--- config.mk ---
export PLATFORM = sky130hd
export DESIGN_NAME = serial_frame_receiver
export DESIGN_NICKNAME = d
export VERILOG_FILES = /design/src/hdl/sfr_pkg.sv /design/src/hdl/serial_frame_receiver.sv /design/src/hdl/sfr_ram.sv /design/src/hdl/sfr_cfg.sv /design/src/hdl/sfr_core.sv
export SDC_FILE = /design/constraint.sdc
export NUM_CORES = 1
export LEC_CHECK = 0
export BUFFER_PORTS_ARGS = -buffer_cell sky130_fd_sc_hd__buf_2
export CAP_MARGIN = 25
export CELL_PAD_IN_SITES_DETAIL_PLACEMENT = 0
export CELL_PAD_IN_SITES_GLOBAL_PLACEMENT = 1
export CORE_MARGIN = 4
export CORE_UTILIZATION = 30
export CTS_CLUSTER_DIAMETER = 60
export DETAILED_ROUTE_END_ITERATION = 8
export PLACE_DENSITY = 0.57
export SLEW_MARGIN = 20
export SYNTH_ARGS = -nofsm -noshare
export SYNTH_HDL_FRONTEND = slang
export SYNTH_SLANG_ARGS = --single-unit
--- constraint.sdc ---
create_clock -name clk -period 12.6 [get_ports clk]
set_input_delay 3.78 -clock clk [delete_from_list [all_inputs] [get_ports clk]]
set_output_delay 3.78 -clock clk [all_outputs]
set_load 0.01 [all_outputs]
--- src/hdl/sfr_pkg.sv ---
// Shared types and constants of the serial frame receiver.
package sfr_pkg;

	// Fixed frame overhead: head, address, length, checksum and tail.
	localparam int OVERHEAD_BYTES = 5;

	localparam int CFG_INDEX_W = 3;
	localparam int CFG_DATA_W  = 16;

	localparam logic [CFG_INDEX_W-1:0] REG_HEAD_BYTE        = 3'd0;
	localparam logic [CFG_INDEX_W-1:0] REG_TAIL_BYTE        = 3'd1;
	localparam logic [CFG_INDEX_W-1:0] REG_STATION_ADDRESS  = 3'd2;
	localparam logic [CFG_INDEX_W-1:0] REG_TIMEOUT_RELOAD   = 3'd3;
	localparam logic [CFG_INDEX_W-1:0] REG_MAX_FRAME_LENGTH = 3'd4;

	localparam logic [15:0] TIMEOUT_RELOAD_RESET   = 16'd100;
	localparam logic [6:0]  MAX_FRAME_LENGTH_RESET = 7'd50;

	typedef enum logic [1:0] {
		CMD_BYTE    = 2'd0,
		CMD_TICK    = 2'd1,
		CMD_READ    = 2'd2,
		CMD_RELEASE = 2'd3
	} cmd_t;

	typedef struct packed {
		logic [7:0]  head_byte;
		logic [7:0]  tail_byte;
		logic [7:0]  station_address;
		logic [15:0] timeout_reload;
		logic [6:0]  max_frame_length;
	} cfg_t;

	typedef struct packed {
		logic       frame_ready;
		logic [6:0] payload_count;
		logic       byte_ignored;
	} result_t;

endpackage

--- src/hdl/serial_frame_receiver.sv ---
// Top level of the serial frame receiver: request pipeline, config, parser and payload store.
//
//   channel  direction  handshake                  payload
//   in       sink       in_valid / in_stall        command, rx_byte, read_index
//   out      source     out_valid / out_stall      frame_ready, payload_count,
//                                                  read_byte, byte_ignored
//   cfg      sink       cfg_valid / cfg_ready      cfg_index, cfg_data
//
// Each request passes through the input register and then the result register, one request
// per cycle sustained while out_stall is low. This depth is set by the registered read of
// the payload RAM, which is addressed from the input register.
// Reset clears all control state; the payload store is not cleared.
// A stall on the result side holds the result register and the input register in turn.
module serial_frame_receiver #(
	parameter int PAYLOAD_DEPTH = 64
) (
	input  logic                              clk,
	input  logic                              arst_n,
	input  logic                              in_valid,
	output logic                              in_stall,
	input  logic [1:0]                        command,
	input  logic [7:0]                        rx_byte,
	input  logic [5:0]                        read_index,
	output logic                              out_valid,
	input  logic                              out_stall,
	output logic                              frame_ready,
	output logic [6:0]                        payload_count,
	output logic [7:0]                        read_byte,
	output logic                              byte_ignored,
	input  logic                              cfg_valid,
	output logic                              cfg_ready,
	input  logic [sfr_pkg::CFG_INDEX_W-1:0]   cfg_index,
	input  logic [sfr_pkg::CFG_DATA_W-1:0]    cfg_data
);

	localparam int AW = $clog2(PAYLOAD_DEPTH);

	sfr_pkg::cfg_t    cfg;
	sfr_pkg::result_t res;
	sfr_pkg::result_t res_s2;
	sfr_pkg::cmd_t    cmd_s1;
	logic             v_s1, v_s2;
	logic [7:0]       byte_s1;
	logic [5:0]       ridx_s1;
	logic             rd_ok_s2;
	logic             adv;
	logic             in_take;
	logic [8:0]       ridx_wide;
	logic             ram_we;
	logic [AW-1:0]    ram_waddr;
	logic [7:0]       ram_wdata;
	logic [7:0]       ram_rdata;

	assign adv       = v_s1 && (!v_s2 || !out_stall);
	assign in_stall  = v_s1 && !adv;
	assign in_take   = in_valid && !in_stall;
	assign ridx_wide = {3'b000, ridx_s1};

	sfr_cfg u_cfg (
		.clk       (clk),
		.arst_n    (arst_n),
		.cfg_valid (cfg_valid),
		.cfg_ready (cfg_ready),
		.cfg_index (cfg_index),
		.cfg_data  (cfg_data),
		.cfg       (cfg)
	);

	sfr_core #(
		.PAYLOAD_DEPTH (PAYLOAD_DEPTH)
	) u_core (
		.clk     (clk),
		.arst_n  (arst_n),
		.step    (adv),
		.cmd     (cmd_s1),
		.rx_byte (byte_s1),
		.cfg     (cfg),
		.res     (res),
		.wr_en   (ram_we),
		.wr_addr (ram_waddr),
		.wr_data (ram_wdata)
	);

	sfr_ram #(
		.WIDTH (8),
		.DEPTH (PAYLOAD_DEPTH)
	) u_store (
		.clk   (clk),
		.we    (ram_we),
		.waddr (ram_waddr),
		.wdata (ram_wdata),
		.re    (adv && (cmd_s1 == sfr_pkg::CMD_READ)),
		.raddr (ridx_wide[AW-1:0]),
		.rdata (ram_rdata)
	);

	always_ff @(posedge clk or negedge arst_n) begin
		if (!arst_n) begin
			v_s1 <= 1'b0;
			v_s2 <= 1'b0;
		end else begin
			if (in_take) begin
				v_s1 <= 1'b1;
			end else if (adv) begin
				v_s1 <= 1'b0;
			end
			if (adv) begin
				v_s2 <= 1'b1;
			end else if (!out_stall) begin
				v_s2 <= 1'b0;
			end
		end
	end

	always_ff @(posedge clk) begin
		if (in_take) begin
			cmd_s1  <= sfr_pkg::cmd_t'(command);
			byte_s1 <= rx_byte;
			ridx_s1 <= read_index;
		end
		if (adv) begin
			res_s2   <= res;
			rd_ok_s2 <= (cmd_s1 == sfr_pkg::CMD_READ) && (ridx_wide < 9'(PAYLOAD_DEPTH));
		end
	end

	assign out_valid     = v_s2;
	assign frame_ready   = res_s2.frame_ready;
	assign payload_count = res_s2.payload_count;
	assign byte_ignored  = res_s2.byte_ignored;
	assign read_byte     = rd_ok_s2 ? ram_rdata : 8'd0;

	a_adv_fills: assert property (@(posedge clk) disable iff (!arst_n)
		adv |=> v_s2)
		else $error("request advanced but no result was registered");

	a_no_bubble_stall: assert property (@(posedge clk) disable iff (!arst_n)
		(v_s1 && !v_s2) |-> !in_stall)
		else $error("input stalled while the result register was empty");

endmodule

--- src/hdl/sfr_ram.sv ---
// Generic single-write, single-read RAM with registered read data.
module sfr_ram #(
	parameter int WIDTH = 8,
	parameter int DEPTH = 64,
	localparam int AW = $clog2(DEPTH)
) (
	input  logic             clk,
	input  logic             we,
	input  logic [AW-1:0]    waddr,
	input  logic [WIDTH-1:0] wdata,
	input  logic             re,
	input  logic [AW-1:0]    raddr,
	output logic [WIDTH-1:0] rdata
);

	logic [WIDTH-1:0] mem [DEPTH];

	always_ff @(posedge clk) begin
		if (we) begin
			mem[waddr] <= wdata;
		end
		if (re) begin
			rdata <= mem[raddr];
		end
	end

endmodule

--- src/hdl/sfr_cfg.sv ---
// Configuration register bank of the serial frame receiver.
module sfr_cfg (
	input  logic                               clk,
	input  logic                               arst_n,
	input  logic                               cfg_valid,
	output logic                               cfg_ready,
	input  logic [sfr_pkg::CFG_INDEX_W-1:0]    cfg_index,
	input  logic [sfr_pkg::CFG_DATA_W-1:0]     cfg_data,
	output sfr_pkg::cfg_t                      cfg
);

	sfr_pkg::cfg_t cfg_q;

	assign cfg_ready = 1'b1;
	assign cfg       = cfg_q;

	always_ff @(posedge clk or negedge arst_n) begin
		if (!arst_n) begin
			cfg_q.head_byte        <= 8'd0;
			cfg_q.tail_byte        <= 8'd0;
			cfg_q.station_address  <= 8'd0;
			cfg_q.timeout_reload   <= sfr_pkg::TIMEOUT_RELOAD_RESET;
			cfg_q.max_frame_length <= sfr_pkg::MAX_FRAME_LENGTH_RESET;
		end else if (cfg_valid && cfg_ready) begin
			case (cfg_index)
				sfr_pkg::REG_HEAD_BYTE: begin
					cfg_q.head_byte <= cfg_data[7:0];
				end
				sfr_pkg::REG_TAIL_BYTE: begin
					cfg_q.tail_byte <= cfg_data[7:0];
				end
				sfr_pkg::REG_STATION_ADDRESS: begin
					cfg_q.station_address <= cfg_data[7:0];
				end
				sfr_pkg::REG_TIMEOUT_RELOAD: begin
					cfg_q.timeout_reload <= cfg_data;
				end
				sfr_pkg::REG_MAX_FRAME_LENGTH: begin
					cfg_q.max_frame_length <= cfg_data[6:0];
				end
				default: begin
				end
			endcase
		end
	end

endmodule

--- src/hdl/sfr_core.sv ---
// Frame parser: phase machine, checksum, timeout counter and held-frame flag.
module sfr_core #(
	parameter int PAYLOAD_DEPTH = 64,
	localparam int AW = $clog2(PAYLOAD_DEPTH)
) (
	input  logic               clk,
	input  logic               arst_n,
	input  logic               step,
	input  sfr_pkg::cmd_t      cmd,
	input  logic [7:0]         rx_byte,
	input  sfr_pkg::cfg_t      cfg,
	output sfr_pkg::result_t   res,
	output logic               wr_en,
	output logic [AW-1:0]      wr_addr,
	output logic [7:0]         wr_data
);

	typedef enum logic [2:0] {
		PH_HEAD = 3'd0,
		PH_ADDR = 3'd1,
		PH_LEN  = 3'd2,
		PH_DATA = 3'd3,
		PH_SUM  = 3'd4,
		PH_TAIL = 3'd5
	} phase_t;

	localparam logic [7:0] OVERHEAD = 8'(sfr_pkg::OVERHEAD_BYTES);

	phase_t      phase_q, phase_n, phase_eff;
	logic [6:0]  idx_q, idx_n, idx_eff, idx_inc;
	logic [7:0]  sum_q, sum_n, sum_eff;
	logic [7:0]  len_q, len_n, len_diff;
	logic        ready_q, ready_n;
	logic [15:0] tmo_q, tmo_n;
	logic        tmo_zero;
	logic        wr_req;
	logic        ignored;
	logic [8:0]  idx_wide;

	assign tmo_zero = (tmo_q == 16'd0);
	// An expired timeout restarts the hunt before the byte is looked at.
	assign phase_eff = tmo_zero ? PH_HEAD : phase_q;
	assign sum_eff   = tmo_zero ? 8'd0 : sum_q;
	assign idx_eff   = tmo_zero ? 7'd0 : idx_q;
	assign idx_inc   = idx_eff + 7'd1;
	assign idx_wide  = {2'b00, idx_eff};

	assign wr_en   = step && wr_req;
	assign wr_addr = idx_wide[AW-1:0];
	assign wr_data = rx_byte;

	always_comb begin
		phase_n = phase_q;
		idx_n   = idx_q;
		sum_n   = sum_q;
		len_n   = len_q;
		ready_n = ready_q;
		tmo_n   = tmo_q;
		wr_req  = 1'b0;
		ignored = 1'b0;
		case (cmd)
			sfr_pkg::CMD_BYTE: begin
				if (ready_q) begin
					ignored = 1'b1;
				end else begin
					phase_n = phase_eff;
					sum_n   = sum_eff;
					idx_n   = idx_eff;
					case (phase_eff)
						PH_HEAD: begin
							if (rx_byte == cfg.head_byte) begin
								phase_n = PH_ADDR;
								sum_n   = rx_byte;
								idx_n   = 7'd0;
								tmo_n   = cfg.timeout_reload;
							end
						end
						PH_ADDR: begin
							sum_n   = sum_eff + rx_byte;
							phase_n = (rx_byte == cfg.station_address) ? PH_LEN : PH_HEAD;
						end
						PH_LEN: begin
							len_n = rx_byte;
							if (rx_byte > {1'b0, cfg.max_frame_length}) begin
								phase_n = PH_HEAD;
							end else begin
								sum_n   = sum_eff + rx_byte;
								phase_n = (rx_byte <= OVERHEAD) ? PH_SUM : PH_DATA;
							end
						end
						PH_DATA: begin
							// Bytes past the end of the store still count in the checksum.
							wr_req = (idx_wide < 9'(PAYLOAD_DEPTH));
							sum_n  = sum_eff + rx_byte;
							idx_n  = idx_inc;
							if (({1'b0, idx_inc} + OVERHEAD) >= len_q) begin
								phase_n = PH_SUM;
								idx_n   = 7'd0;
							end
						end
						PH_SUM: begin
							phase_n = (sum_eff == rx_byte) ? PH_TAIL : PH_HEAD;
						end
						PH_TAIL: begin
							if (rx_byte == cfg.tail_byte) begin
								ready_n = 1'b1;
							end
							phase_n = PH_HEAD;
						end
						default: begin
							phase_n = PH_HEAD;
						end
					endcase
				end
			end
			sfr_pkg::CMD_TICK: begin
				if (!tmo_zero) begin
					tmo_n = tmo_q - 16'd1;
				end
			end
			sfr_pkg::CMD_RELEASE: begin
				ready_n = 1'b0;
			end
			default: begin
			end
		endcase
	end

	assign len_diff = len_n - OVERHEAD;

	always_comb begin
		res.frame_ready   = ready_n;
		res.payload_count = (ready_n && (len_n > OVERHEAD)) ? len_diff[6:0] : 7'd0;
		res.byte_ignored  = ignored;
	end

	always_ff @(posedge clk or negedge arst_n) begin
		if (!arst_n) begin
			phase_q <= PH_HEAD;
			idx_q   <= 7'd0;
			sum_q   <= 8'd0;
			len_q   <= 8'd0;
			ready_q <= 1'b0;
			tmo_q   <= 16'd0;
		end else if (step) begin
			phase_q <= phase_n;
			idx_q   <= idx_n;
			sum_q   <= sum_n;
			len_q   <= len_n;
			ready_q <= ready_n;
			tmo_q   <= tmo_n;
		end
	end

	// A held frame only comes from a tail byte, after which the parser is back at the head.
	a_ready_rise: assert property (@(posedge clk) disable iff (!arst_n)
		$rose(ready_q) |-> $past(step && (cmd == sfr_pkg::CMD_BYTE) && (phase_q == PH_TAIL)))
		else $error("frame_ready set without a tail byte");

	a_ready_idle: assert property (@(posedge clk) disable iff (!arst_n)
		ready_q |-> (phase_q == PH_HEAD))
		else $error("parser left the head phase while a frame is held");

	a_tick: assert property (@(posedge clk) disable iff (!arst_n)
		(step && (cmd == sfr_pkg::CMD_TICK) && !tmo_zero) |=> (tmo_q == $past(tmo_q) - 16'd1))
		else $error("timeout counter did not count down on a tick");

	a_write: assert property (@(posedge clk) disable iff (!arst_n)
		wr_en |-> ((cmd == sfr_pkg::CMD_BYTE) && !ready_q))
		else $error("payload store written outside a received byte");

endmodule
==> Yosys cells after proc, flatten, opt, wreduce, memory -nomap -nowiden <==
Memory sizes are Yosys's and may differ from the RTL's. A register that Yosys moved wholly into a read port is not among the register bits.
Index checks and enable logic that the tools add are counted.
{ "classes": {"addsub": 5, "multipliers": 0, "div": 0, "n_lt_le_gt_ge": 6, "n_eq_ne": 21, "shift": 0, "n_mux": 39, "bitwise": 1, "n_reduce_logical": 26} }
{ "op_table": {"columns": ["operator", "n"], "rows": [
  ["$mux W16", 4],
  ["$mux W8", 7],
  ["$eq A8 B8 Y1", 4],
  ["$pmux W16 S2", 1],
  ["$pmux W8 S3", 1],
  ["$mux W7", 3],
  ["$mux W3", 6],
  ["$logic_not A16 Y1", 1],
  ["$sub A16 B1 Y16 const B", 1],
  ["$pmux W3 S5", 1],
  ["$pmux W7 S2", 1],
  ["$mux W1", 13],
  ["$eq A3 B2 Y1 const B", 4],
  ["$reduce_and A2 Y1", 5],
  ["$eq A3 B3 Y1 const B", 3],
  ["$add A7 B3 Y8 const B", 1],
  ["$add A8 B8 Y8", 1],
  ["$ge A8 B8 Y1", 1],
  ["$gt A8 B3 Y1 const B", 1],
  ["$gt A8 B7 Y1", 1],
  ["$le A8 B3 Y1 const B", 1],
  ["$add A7 B1 Y7 const B", 1],
  ["$logic_and A1 B1 Y1", 7],
  ["$lt A6 B7 Y1 const B", 1],
  ["18 further kinds", 28]
]} }
{ "word_totals": {"regBits": 118, "latchBits": 0, "mem_bits_rw": 512, "romBits": 0, "input_bits": 40, "word_cells": 119, "memories": 1} }
{ "memory_table": {"columns": ["name", "depth", "word_bits", "rd", "rd_clocked_by_memory_dff", "wr", "line_no", "rtl"], "rows": [
  ["u_store.mem", 64, 8, 1, 1, 1, "sfr_ram.sv:16", "logic [WIDTH-1:0] mem [DEPTH];"]
]} }

==> Logic depth before layout (Yosys ltp) <==
{ "depth": {"depth_word": 9, "depth_mapped": 21} }

==> Cells and area by module <==
Synthesis repeated with hierarchy kept, for this count alone.
{ "unflattened": {"hier_cells": 1628, "hier_area_um2": 27385.0} }
{ "by_module_without_submodules": {"columns": ["module", "instances", "cells_each", "area_per_inst_um2"], "rows": [
  ["sfr_ram", 1, 940, 20246.9],
  ["sfr_core", 1, 538, 4371.7],
  ["sfr_cfg", 1, 105, 1823.0],
  ["serial_frame_receiver", 1, 45, 943.4]
]} }

==> Worst setup path before layout <==
No wires, ideal clock.
{ "synth_timing": {"path_type": "input -> output", "start": "input out_stall", "end": "output in_stall", "arrival_time_ns": 3.966, "t_required_ns": 8.820, "path_slack_ns": 4.854, "path_stages": 2, "path_buffers": 0, "cell_sequence": "nand3_1 inv_1"} }
{ "synth_between": {"elab_chain_len": 5} }
{ "synth_lines": {"columns": ["element", "line_no", "rtl"], "rows": [
  ["start, declared", "serial_frame_receiver.sv:25", "input logic out_stall,"],
  ["$logic_not A1 Y1", null, null],
  ["$logic_or A1 B1 Y1", "serial_frame_receiver.sv:54", "assign adv = v_s1 && (!v_s2 || !out_stall);"],
  ["$logic_and A1 B1 Y1", "serial_frame_receiver.sv:54", null],
  ["$logic_not A1 Y1", "serial_frame_receiver.sv:55", "assign in_stall = v_s1 && !adv;"],
  ["$logic_and A1 B1 Y1", "serial_frame_receiver.sv:55", null],
  ["end, declared", "serial_frame_receiver.sv:20", "output logic in_stall,"]
]} }
Every way passes these cells.

==> Worst setup path after layout <==
Same ends and word-level chain as after synthesis.

==> run_results.csv <==
group,metric,value,unit
cells_and_area,nets,1670,
cts,clkLatencyLatePin,620,ps
timing,finalSetupViolations,0,
critical_path,r2r_cells,21,
cells_and_area,final_cell_mix,"edfxtp_1 (546), mux4_2 (160), nor2_1 (108)",
synth,synth_cell_type_count,68,
global_routing,antenna_found_initial,3,
min_path,holdCritStartpoint,"u_core.len_q[7]",
cts,cts_hold_buf,0,
critical_path,rr_startpoint,"u_core.tmo_q[0]",
placement,place_hpwl,45500,um
min_path,holdPathStages,1,
global_routing,grt_pass1_wl,103000,um
timing,whs,504,ps
floorplan,dieArea,93900,um^2
critical_path,cp.arrival,4180,ps
cells_and_area,seqCellArea,18700,um^2
timing,max_clock_freq,126,MHz
timing,slew-limit-headroom,0.324,
route,dr.pass1.iters,5,
cts,h-tree-depth,3,
timing,min_period,7960,ps
power_and_ir_drop,power_density,154,nW/um^2
synth,syn_nets,1579,
timing,fin_tns_setup,0,ps
route,vias,14144,
critical_path,required,8820,ps
synth,synth_cells,1503,
critical_path,path_max_fanout,3,
cts,tritoncts,"yes",
power_and_ir_drop,p_leak,10.1,nW
floorplan,placementRows,109,
synth,ys.flop_type,"edfxtp_1",
floorplan,io_pins,60,
global_routing,overflow,0,
synth,synth.avg_cell_area,17.8,um^2
timing,hold_viol,0,
critical_path,crit_path_end_kind,"output port",
route,first_iter_violations,1178,
timing,worstMarginPinSlew,1010,ps
cells_and_area,n_antenna_cell,0,
synth,ys_async_sr_fraction,0.144,
route,antenna_left,0,
route,avgViaCountPerCell,5.04,
critical_path,timing.rr.end,"u_core.idx_q[1]",
cells_and_area,fillers,8364,
cells_and_area,multi_input_area,7620,um^2
flow_run,drv_cap,0,
global_routing,grt.total_usage,0.149,
cells_and_area,drive_gt1_frac,0.250,
cts,root_buffer,"clkbuf_16",
min_path,hold_path_end,"u_core.len_q[7]",
floorplan,coreArea,88400,um^2
synth,ys_ff_latch,638,
critical_path,worst_setup_path_start_kind,"primary input",
floorplan,start_util,0.302,
cells_and_area,postLayoutCellArea,30700,um^2
cts,clk_pin_slew,50,ps
cells_and_area,layout_commonest_cell,"edfxtp_1",
placement,placed_cell_area,28400,um^2
cts,clock_path_buffers,3,
synth,synth_edf_count,546,
power_and_ir_drop,ir_drop,0.116,mV
floorplan,dieWidth,306,um
synth,yosysWarnings,0,
route,route.detailed.drc,0,
timing,skew,27.3,ps
min_path,hold_path.class,"flip-flop to flip-flop",
global_routing,grt_pass1_vias,14699,
timing,rsz0062_at_grt,"false",
synth,synth_area,26700,um^2
timing,post-route-period-util,0.632,
global_routing,grt_max_degree,81,
placement,io_buffers,58,
route,drt_wl_total,70500,um
route,wl_per_cell,25.1,um
critical_path,crit_type,"primary input to output port",
cts,cts_sinks,638,
critical_path,r2r_setup_slack,7210,ps
cts,numCtsBuffers,70,
cts,ctsResizeCount,0,
status,status,"finished clean",
cts,postCtsSetupBuffers,0,
placement,place.gp.congestion,0.826,
synth,yosysSeqAreaShare,0.700,
timing,slew_violations,0,
floorplan,die_h,306,um
cells_and_area,area_growth,14.8,%
logic make-up after synthesis:
kind of cell / Yosys count / share of synthesized area
AND/OR/NAND/NOR: 306 / 0.0556
buffers and inverters: 102 / 0.0152
XOR/XNOR: 47 / 0.0154
other: 1 / 0.000140
multiplexers: 210 / 0.156
flip-flops: 638 / 0.700
adder cells (fa/ha/maj): 36 / 0.0171
AO/OA/AOI/OAI: 163 / 0.0410
registers in the layout, summed over array words and instances (netlist names), 2 cells and up:
name / flops
byte_s1: 8
cmd_s1: 2
payload_count: 7
ridx_s1: 6
u_cfg.cfg: 47
u_core.idx_q: 7
u_core.len_q: 8
u_core.phase_q: 3
u_core.sum_q: 8
u_core.tmo_q: 16
u_store.mem: 512
u_store.rdata: 8
Yosys cell counts (all sizes together), types with 3 or more instances:
master	n	area, um^2
edfxtp	546	16400
mux4	160	3600
nor2	109	409
dfrtp	86	2150
nand2	63	236
clkbuf	47	176
mux2	47	529
a21oi	43	215
ha	35	438
o21ai	34	170
inv	31	116
nand3	27	135
and2	26	163
buf	24	113
xnor2	24	210
xor2	23	201
a22oi	18	135
nor3	18	90.1
a21o	11	82.6
nand4	11	68.8
a211oi	10	75.1
nor4	10	83.8
nand2b	9	56.3
nor2b	9	56.3
a221o	8	80.1
dfstp	6	158
a31oi	4	25.0
and3	4	25.0
nor3b	4	30.0
o21a	4	30.0
o22ai	4	25.0
or4	4	30.0
mux2i	3	30.0
o2bb2ai	3	26.3
or3	3	18.8
worst max path at each step:
| stage | startpoint | endpoint | slack [ps] | cells after the start |
|---|---|---|---|---|
| 6_report | out_stall | in_stall | 4640 | 4 |
| 3_5_place_dp | out_stall | in_stall | 4640 | 4 |
| 2_1_floorplan | out_stall | in_stall | 4850 | 2 |
| 4_1_cts | out_stall | in_stall | 4640 | 4 |
| 3_3_place_gp | out_stall | in_stall | 4620 | 4 |
| 5_1_grt | out_stall | in_stall | 4600 | 4 |
critical path: stages:
cell and delay [ps]:
buf_2 110, nand3_1 110, inv_1 50, buf_2 130
final cells by class:
cell class,instances,area share
well taps,1165,0.0475
clock buffers,88,0.0613
inverters,31,0.00379
multi-input cells,763,0.249
repair buffers,90,0.0188
clock inverters,34,0.0102
flip-flops and latches,638,0.610
per-layer routing:
layer | global-route usage | vias up | wire length (um)
met4 | 0.0317 | 0 | 1280
met5 | 0 | - | 0
met2 | 0.251 | 404 | 35100
met3 | 0.0247 | 84 | 3410
met1 | 0.205 | 7478 | 30700
li1 | - | 6178 | -
where the power goes:
part | internal [W] | switching (W)
Combinational | 0.000151 | 0.000203
Clock | 0.00113 | 0.000839
Sequential | 0.00236 | 0.0000545
stage by stage:
stage,utilization,std cells,setup WS [ps],power (W)
6_report,0.347,2809,4640,0.00474
3_5_place_dp,0.322,2685,4640,0.00282
4_1_cts,0.347,2807,4640,0.00480
2_1_floorplan,-,1503,4850,0.00268
5_1_grt,0.347,2809,4600,0.00494
3_3_place_gp,0.322,2685,4620,0.00282
Power figures use the tool's default switching activity.
